**config.mk**
```make
export PLATFORM = sky130hd
export DESIGN_NAME = debounced_bell_light_sequencer_unit
export DESIGN_NICKNAME = d
export VERILOG_FILES = /design/src/design/dbls_pkg.sv /design/src/design/dbls_rem_unit.sv /design/src/design/debounced_bell_light_sequencer_unit.sv
export VERILOG_INCLUDE_DIRS = /design/src /design/src/design
export SDC_FILE = /design/constraint.sdc
export NUM_CORES = 1
export LEC_CHECK = 0
export ABC_AREA = 0
export ABC_CLOCK_PERIOD_IN_PS = 11150
export BUFFER_PORTS_ARGS = -buffer_cell sky130_fd_sc_hd__buf_2
export CAP_MARGIN = 40
export CORE_ASPECT_RATIO = 0.75
export CORE_MARGIN = 2
export CORE_UTILIZATION = 40
export CTS_CLUSTER_SIZE = 40
export DETAILED_ROUTE_END_ITERATION = 10
export REMOVE_ABC_BUFFERS = 1
export SETUP_SLACK_MARGIN = 0.15
export SYNTH_ARGS = -nofsm -noshare
export SYNTH_HDL_FRONTEND = slang
export SYNTH_SLANG_ARGS = --single-unit
```
**constraint.sdc**
```tcl
create_clock -name clk_i -period 11.15 [get_ports clk_i]
set_clock_uncertainty 0.2 [all_clocks]
set_input_delay 0.5575 -clock clk_i [delete_from_list [all_inputs] [get_ports clk_i]]
set_output_delay 0.5575 -clock clk_i [all_outputs]
set_load 0.03 [all_outputs]
```
**src/design/assert_macros.svh**
```systemverilog
// Assertion helpers shared by the sequencer modules.
`ifndef ASSERT_MACROS_SVH
`define ASSERT_MACROS_SVH

// Checks a property at every rising clock edge outside of reset.
`define DBLS_ASSERT(label, prop, msg) \
  label: assert property (@(posedge clk_i) disable iff (!rst_ni) (prop)) else $error(msg);

// Checks an implication whose consequent starts in the cycle after the antecedent.
`define DBLS_ASSERT_NEXT(label, ante, cons, msg) \
  label: assert property (@(posedge clk_i) disable iff (!rst_ni) (ante) |=> (cons)) \
    else $error(msg);

`endif

```
**src/design/dbls_pkg.sv**
```systemverilog
package dbls_pkg;

  // Width of every configuration register.
  localparam int unsigned CfgW = 16;
  // Default width of the tick counters.
  localparam int unsigned CountWidthDefault = 16;
  // Width of the configuration register index.
  localparam int unsigned CfgIdxW = 3;

  // Register values after reset.
  localparam logic [CfgW-1:0] DebounceReset = 16'd10;
  localparam logic [CfgW-1:0] BucketReset   = 16'd500;
  localparam logic [CfgW-1:0] MinPlayReset  = 16'd100;
  localparam logic [CfgW-1:0] LightReset    = 16'd20;
  localparam logic [CfgW-1:0] BellReset     = 16'd5;

  // Configuration register indexes.
  typedef enum logic [CfgIdxW-1:0] {
    IDX_DEBOUNCE = 3'd0,
    IDX_BUCKET   = 3'd1,
    IDX_MIN_PLAY = 3'd2,
    IDX_LIGHT    = 3'd3,
    IDX_BELL     = 3'd4
  } cfg_idx_e;

  // Sequencer states.
  typedef enum logic [2:0] {
    ST_IDLE,
    ST_LIGHT_GO,
    ST_LIGHT_WAIT,
    ST_BELL_GO,
    ST_BELL_WAIT,
    ST_STEP,
    ST_OUT
  } seq_state_e;

  // Status returned by the remainder unit.
  typedef struct packed {
    logic done;
    logic hit;
  } rem_status_t;

endpackage

```
**src/design/dbls_rem_unit.sv**
```systemverilog
`include "assert_macros.svh"

module dbls_rem_unit #(
  parameter int unsigned CountWidth = dbls_pkg::CountWidthDefault
) (
  input  logic                      clk_i,
  input  logic                      rst_ni,
  input  logic                      start_i,
  input  logic [CountWidth-1:0]     dividend_i,
  input  logic [dbls_pkg::CfgW-1:0] divisor_i,
  output dbls_pkg::rem_status_t     status_o
);

  localparam int unsigned StepW = $clog2(CountWidth);
  localparam int unsigned RemW  = dbls_pkg::CfgW;

  logic                  busy_q, busy_d;
  logic                  done_q, done_d;
  logic [StepW-1:0]      step_q, step_d;
  logic [CountWidth-1:0] quo_q, quo_d;
  logic [RemW-1:0]       rem_q, rem_d;
  logic [RemW-1:0]       div_q, div_d;
  logic [RemW:0]         trial;

  // One restoring step per cycle: shift in the next dividend bit, subtract if it fits.
  always_comb begin
    trial  = {rem_q, quo_q[CountWidth-1]};
    busy_d = busy_q;
    done_d = 1'b0;
    step_d = step_q;
    quo_d  = quo_q;
    rem_d  = rem_q;
    div_d  = div_q;
    if (start_i && !busy_q) begin
      busy_d = 1'b1;
      step_d = '0;
      quo_d  = dividend_i;
      rem_d  = '0;
      div_d  = divisor_i;
    end else if (busy_q) begin
      quo_d = {quo_q[CountWidth-2:0], 1'b0};
      if (trial >= {1'b0, div_q}) begin
        rem_d = RemW'(trial - {1'b0, div_q});
      end else begin
        rem_d = trial[RemW-1:0];
      end
      step_d = step_q + 1'b1;
      if (step_q == StepW'(CountWidth - 1)) begin
        busy_d = 1'b0;
        done_d = 1'b1;
      end
    end
  end

  // Control registers.
  always_ff @(posedge clk_i or negedge rst_ni) begin
    if (!rst_ni) begin
      busy_q <= 1'b0;
      done_q <= 1'b0;
      step_q <= '0;
    end else begin
      busy_q <= busy_d;
      done_q <= done_d;
      step_q <= step_d;
    end
  end

  // Datapath registers.
  always_ff @(posedge clk_i) begin
    quo_q <= quo_d;
    rem_q <= rem_d;
    div_q <= div_d;
  end

  // A zero divisor never counts as a hit.
  assign status_o.done = done_q;
  assign status_o.hit  = (rem_q == '0) && (div_q != '0);

  `DBLS_ASSERT(a_start_when_free, !(start_i && busy_q), "start issued while the unit is busy")
  `DBLS_ASSERT_NEXT(a_done_one_cycle, done_q, !done_q, "done held longer than one cycle")
  `DBLS_ASSERT_NEXT(a_busy_ends_done, busy_q && !busy_d, done_q, "iteration ended without done")

endmodule

```
**src/design/debounced_bell_light_sequencer_unit.sv**
```systemverilog
// Debounced bell and light sequencer, one timer tick per input word.
// Input channel: in_valid_i / in_ready_o carry one word per tick, holding the
// raw button level on button_pressed_i. Output channel: out_valid_o /
// out_ready_i deliver one result word per input word: light level, bell pulse,
// debounced level, stability flag and playback flag.
// Configuration: cfg_we_i writes cfg_data_i into register cfg_idx_i
// (0 debounce ticks, 1 bucket limit, 2 minimum play ticks, 3 light period,
// 4 bell period); other indexes are ignored. Write only while idle.
// A tick that leaves the countdown at zero goes from acceptance straight to
// the output state. A tick that runs a countdown step first passes through
// the light and bell remainder checks and then the step state: one shared
// restoring remainder unit checks the countdown against the light period and
// then the bell period, one bit per cycle. One word is in flight at a time;
// in_ready_o is high only while the sequencer is idle, so a new word is taken
// only once the previous result has been loaded into the output register.
// The result sits in an output register, so a new word is accepted while the
// previous result waits; a stalled receiver holds the sequencer in its output
// state once the next result is ready.
// Reset clears all tick state, loads the default register values and empties
// the output register.
`include "assert_macros.svh"

module debounced_bell_light_sequencer_unit #(
  parameter int unsigned CountWidth = dbls_pkg::CountWidthDefault
) (
  input  logic                         clk_i,
  input  logic                         rst_ni,
  input  logic                         cfg_we_i,
  input  logic [dbls_pkg::CfgIdxW-1:0] cfg_idx_i,
  input  logic [dbls_pkg::CfgW-1:0]    cfg_data_i,
  input  logic                         in_valid_i,
  output logic                         in_ready_o,
  input  logic                         button_pressed_i,
  output logic                         out_valid_o,
  input  logic                         out_ready_i,
  output logic                         light_level_o,
  output logic                         bell_fire_o,
  output logic                         debounced_level_o,
  output logic                         level_stable_o,
  output logic                         playing_o
);

  localparam int unsigned CfgW = dbls_pkg::CfgW;
  localparam int unsigned CmpW = (CountWidth > CfgW) ? CountWidth : CfgW;

  // Configuration registers.
  logic [CfgW-1:0] debounce_q, bucket_lim_q, min_play_q, light_per_q, bell_per_q;

  // Tick state.
  logic                  last_q, last_d;
  logic [CountWidth-1:0] same_q, same_d;
  logic                  stable_q, stable_d;
  logic                  pend_q, pend_d;
  logic [CountWidth-1:0] bucket_q, bucket_d;
  logic [CountWidth-1:0] remain_q, remain_d;
  logic [CountWidth-1:0] elapsed_q, elapsed_d;
  logic                  stop_q, stop_d;
  logic                  light_q, light_d;
  logic                  light_hit_q, light_hit_d;
  logic                  bell_q, bell_d;

  // Sequencer and output register.
  dbls_pkg::seq_state_e  state_q, state_d;
  logic                  out_valid_q, out_valid_d;
  logic                  out_load;
  logic                  in_fire;

  // Remainder unit interface.
  logic                  rem_start;
  logic [CfgW-1:0]       rem_divisor;
  dbls_pkg::rem_status_t rem_sts;

  // Sequencer conditions watched by the checks below.
  logic                  rem_wait;
  logic                  out_free;

  assign in_ready_o = (state_q == dbls_pkg::ST_IDLE);
  assign in_fire    = in_valid_i && in_ready_o;

  // Configuration writes.
  always_ff @(posedge clk_i or negedge rst_ni) begin
    if (!rst_ni) begin
      debounce_q   <= dbls_pkg::DebounceReset;
      bucket_lim_q <= dbls_pkg::BucketReset;
      min_play_q   <= dbls_pkg::MinPlayReset;
      light_per_q  <= dbls_pkg::LightReset;
      bell_per_q   <= dbls_pkg::BellReset;
    end else if (cfg_we_i) begin
      unique case (dbls_pkg::cfg_idx_e'(cfg_idx_i))
        dbls_pkg::IDX_DEBOUNCE: debounce_q   <= cfg_data_i;
        dbls_pkg::IDX_BUCKET:   bucket_lim_q <= cfg_data_i;
        dbls_pkg::IDX_MIN_PLAY: min_play_q   <= cfg_data_i;
        dbls_pkg::IDX_LIGHT:    light_per_q  <= cfg_data_i;
        dbls_pkg::IDX_BELL:     bell_per_q   <= cfg_data_i;
        default: ;
      endcase
    end
  end

  // Shared remainder unit: countdown modulo the light or bell period.
  dbls_rem_unit #(
    .CountWidth (CountWidth)
  ) u_rem (
    .clk_i      (clk_i),
    .rst_ni     (rst_ni),
    .start_i    (rem_start),
    .dividend_i (remain_q),
    .divisor_i  (rem_divisor),
    .status_o   (rem_sts)
  );

  assign rem_divisor = (state_q == dbls_pkg::ST_LIGHT_GO) ? light_per_q : bell_per_q;

  // Next state, tick update and countdown step.
  always_comb begin
    state_d     = state_q;
    last_d      = last_q;
    same_d      = same_q;
    stable_d    = stable_q;
    pend_d      = pend_q;
    bucket_d    = bucket_q;
    remain_d    = remain_q;
    elapsed_d   = elapsed_q;
    stop_d      = stop_q;
    light_d     = light_q;
    light_hit_d = light_hit_q;
    bell_d      = bell_q;
    rem_start   = 1'b0;
    out_load    = 1'b0;
    out_valid_d = out_valid_q && !out_ready_i;

    unique case (state_q)
      dbls_pkg::ST_IDLE: begin
        if (in_fire) begin
          bell_d = 1'b0;
          // Debounce: restart the count on a level change.
          if (button_pressed_i != last_q) begin
            last_d   = button_pressed_i;
            same_d   = '0;
            stable_d = 1'b0;
          end
          if ((CmpW'(same_d) < CmpW'(debounce_q)) && (same_d != '1)) begin
            same_d = same_d + 1'b1;
          end else if (!stable_d) begin
            stable_d = 1'b1;
            pend_d   = 1'b1;
          end
          // A new stable edge starts playback or requests a stop; the bucket leaks.
          if (stable_d) begin
            if (pend_d) begin
              if (last_d) begin
                remain_d  = bucket_q;
                elapsed_d = '0;
              end else begin
                stop_d = 1'b1;
              end
              pend_d = 1'b0;
            end
            if (last_d) begin
              if (bucket_q != '0) begin
                bucket_d = bucket_q - 1'b1;
              end
            end else if ((CmpW'(bucket_q) < CmpW'(bucket_lim_q)) && (bucket_q != '1)) begin
              bucket_d = bucket_q + 1'b1;
            end
          end
          // The stop leaves one final countdown step once the minimum has passed.
          if (stop_d && (CmpW'(elapsed_d) >= CmpW'(min_play_q))) begin
            remain_d = CountWidth'(1);
            stop_d   = 1'b0;
          end
          state_d = (remain_d != '0) ? dbls_pkg::ST_LIGHT_GO : dbls_pkg::ST_OUT;
        end
      end
      dbls_pkg::ST_LIGHT_GO: begin
        rem_start = 1'b1;
        state_d   = dbls_pkg::ST_LIGHT_WAIT;
      end
      dbls_pkg::ST_LIGHT_WAIT: begin
        if (rem_sts.done) begin
          light_hit_d = rem_sts.hit;
          state_d     = dbls_pkg::ST_BELL_GO;
        end
      end
      dbls_pkg::ST_BELL_GO: begin
        rem_start = 1'b1;
        state_d   = dbls_pkg::ST_BELL_WAIT;
      end
      dbls_pkg::ST_BELL_WAIT: begin
        if (rem_sts.done) begin
          bell_d  = rem_sts.hit;
          state_d = dbls_pkg::ST_STEP;
        end
      end
      dbls_pkg::ST_STEP: begin
        // One countdown step; the light goes off when the countdown ends.
        remain_d = remain_q - 1'b1;
        light_d  = light_q ^ light_hit_q;
        if (remain_d == '0) begin
          light_d = 1'b0;
        end
        if (elapsed_q != '1) begin
          elapsed_d = elapsed_q + 1'b1;
        end
        state_d = dbls_pkg::ST_OUT;
      end
      dbls_pkg::ST_OUT: begin
        if (!out_valid_q || out_ready_i) begin
          out_load    = 1'b1;
          out_valid_d = 1'b1;
          state_d     = dbls_pkg::ST_IDLE;
        end
      end
      default: state_d = dbls_pkg::ST_IDLE;
    endcase
  end

  // Sequencer and tick state registers.
  always_ff @(posedge clk_i or negedge rst_ni) begin
    if (!rst_ni) begin
      state_q     <= dbls_pkg::ST_IDLE;
      out_valid_q <= 1'b0;
      last_q      <= 1'b0;
      same_q      <= '0;
      stable_q    <= 1'b0;
      pend_q      <= 1'b0;
      bucket_q    <= '0;
      remain_q    <= '0;
      elapsed_q   <= '0;
      stop_q      <= 1'b0;
      light_q     <= 1'b0;
      light_hit_q <= 1'b0;
      bell_q      <= 1'b0;
    end else begin
      state_q     <= state_d;
      out_valid_q <= out_valid_d;
      last_q      <= last_d;
      same_q      <= same_d;
      stable_q    <= stable_d;
      pend_q      <= pend_d;
      bucket_q    <= bucket_d;
      remain_q    <= remain_d;
      elapsed_q   <= elapsed_d;
      stop_q      <= stop_d;
      light_q     <= light_d;
      light_hit_q <= light_hit_d;
      bell_q      <= bell_d;
    end
  end

  // Output word register.
  always_ff @(posedge clk_i) begin
    if (out_load) begin
      light_level_o     <= light_q;
      bell_fire_o       <= bell_q;
      debounced_level_o <= last_q;
      level_stable_o    <= stable_q;
      playing_o         <= (remain_q != '0);
    end
  end

  assign out_valid_o = out_valid_q;

  // The remainder unit is only waited on in the two wait states.
  assign rem_wait = (state_q == dbls_pkg::ST_LIGHT_WAIT) || (state_q == dbls_pkg::ST_BELL_WAIT);
  assign out_free = (state_q == dbls_pkg::ST_OUT) && !out_valid_q;

  `DBLS_ASSERT_NEXT(a_busy_after_accept, in_fire, !in_ready_o, "accepted a word while busy")
  `DBLS_ASSERT(a_done_in_wait, !rem_sts.done || rem_wait, "remainder done outside a wait state")
  `DBLS_ASSERT_NEXT(a_out_free_loads, out_free, in_ready_o && out_valid_q, "result not loaded")

endmodule

```
==> out/results.ini <==
[worst_hold_path]
hold_path.class = input port to register

[critical_path]
endpoint_kind = register
path_max_fanout = 25
crit_type = register to register
start_kind = register
cp.required_ns = 11.38
arrival_ns = 5.88

[final_layout]
postLayoutCellArea_um2 = 13800
final_cell_mix = nand2_1, dfrtp_1, o21ai_0, inv_1, ha_1
fin_nets = 1410
drive_gt1_frac = 0.144
fillers = 2932
insertedDiodeCount = 0
postLayoutCoreUtil = 0.454
final_common_cell = nand2_1
syn2layout_area_growth_pct = 10.8

[logic_synthesis]
synthFlopType = dfrtp_1
yosysSeqAreaShare = 0.440
syn_area_um2 = 12500
synth.distinct_cells = 81
syn_area_per_cell_um2 = 9.74
synth_edf_count = 37
ys_async_sr_fraction = 0.752
synthCells = 1279
yosysWarnings = 0
ys_ff_latch = 214

[timing]
finalSetupViolations = 0
finalMaxSlewViolations = 0
hold_viol = 0
slew_headroom = 0.505
tightest_slew_ns = 0.736
grt_setup_unrepaired = false
fmax_ghz = 0.177
final.period_utilization = 0.506
period_needed_ns = 5.65
timing.final.ws_setup_ns = 5.50
setup_tns_ns = 0

[floorplanning]
die_w_um = 208
io_pins = 32
die_h_um = 157
start_util = 0.409
die-area_um2 = 32600
core_um2 = 30400
rows = 55

[route]
vias = 9419
wirelength_um = 30000
via_per_inst = 5.49
ant_nets = 0
drt_iter0_markers = 797
routedWlPerCell_um = 17.5
drcViolationCount = 0
first_pass_iters = 7

[clock_network]
cts_buffer_depth = 3
postCtsSetupBuffers = 0
cts_resized = 0
clock-sinks = 214
cts_hold_buf = 1
cts_tree = built
h-tree-depth = 1
clock_latency_ns = 0.53
root_buffer = clkbuf_16
clkTransAtPathRegs_ns = 0.06
numCtsBuffers = 23

[global_routing]
overflow = 0
grt_start_max_net_pins = 45
antenna_found_initial = 0
grt_pass1_vias = 8995
grt_use_total = 0.187
grt_pass1_wl_um = 49200

[job]
drv_cap = 0

[place]
port-buffer-count = 31
gp_congestion = 0.845
dp_slack_ns = 5.06
dp_hpwl_um = 21500
place_area_um2 = 13100

[power]
ir_worst_vdd_uv = 88.0
cellLeakagePower_nw = 5.90
power_density_nw_per_um2 = 210

[run_status]
status = completed

==> worst max-delay path: stages, from the launching register on <==
cell      delay, ns
dfrtp_1        0.46
inv_1          0.07
ha_1           0.72
nand2_1        0.24
inv_1          0.10
ha_1           0.21
nand4_1        0.15
nor4_1         0.32
a211oi_2       0.14
nand4_2        0.19
o211a_1        0.56
nand2b_1       0.18
ha_1           0.22
nand2b_1       0.14
a21o_1         0.17
a211oi_1       0.21
o21ai_0        0.11
a21oi_1        0.20
a21o_1         0.30
nand2_1        0.34
o221ai_1       0.30
==> final timing paths <==
check	startpoint	to	slack, ns	cells past startpoint
worst max-delay path	last_q	remain_q[11]	5.50	20
worst min-delay path	cfg_data_i[2]	min_play_q[2]	0.13	3
worst max register to register	last_q	remain_q[11]	5.50	20
worst min register to register	bell_q	bell_fire_o	0.25	0
max in group asynchronous	rst_ni	light_per_q[4]	9.25	4
min in group asynchronous	rst_ni	bucket_q[6]	0.33	2
==> synthesized netlist by cell type, types with 23 or more instances <==
cell type,number,area (um^2)
nand2_1,147,552
dfrtp_1,146,3650
o21ai_0,130,651
xor2_1,27,236
mux2_2,74,833
nand3_1,34,170
inv_1,84,315
ha_1,82,1030
clkbuf_1,33,124
nor2_1,61,229
nand4_1,26,163
a21oi_1,50,250
nor2b_1,25,156
edfxtp_1,37,1110
nor3_1,23,115
==> report_power, final <==
group | switching [mW] | internal (mW) | total [mW]
combinational | 0.550 | 0.423 | 0.972
sequential | 0.173 | 1.01 | 1.18
clock | 0.319 | 0.423 | 0.741
total | 1.04 | 1.86 | 2.90
==> layer usage <==
layer	part of all wire	track usage	up-vias
met3	0.035	0.0235	27
li1	-	-	4651
met1	0.53	0.288	4554
met4	0.015	0.0348	0
met5	0	0	-
met2	0.42	0.281	187
==> cell families after synthesis <==
kind of cell               synth area share
AOI/OAI and AO/OA                     0.150
xor gates and xnor gates             0.0345
adders and majority gates            0.0856
buffers and inverters                0.0443
DFF                                   0.440
muxes                                0.0806
and+or+nand+nor                       0.165
==> area by class of cell <==
cell class	count	area (um^2)	area share
multi-input cells	930	6440	0.467
flip-flops and latches	214	5480	0.397
clock buffers	32	639	0.0463
well taps	399	499	0.0362
repair buffers	48	350	0.0254
inverters	84	315	0.0228
clock inverters	10	75.1	0.00544
==> stage by stage <==
stage / std cells / total power [mW] / hold WS, ns
after floorplan: 1228 / 1.87 / 0.0619
after global placement: 1669 / 2.12 / 0.241
after detailed placement: 1674 / 2.16 / 0.239
after CTS: 1717 / 2.92 / 0.119
after global routing: 1717 / 3.10 / 0.136
final: 1717 / 2.90 / 0.135
(Power assumes the default switching activity.)
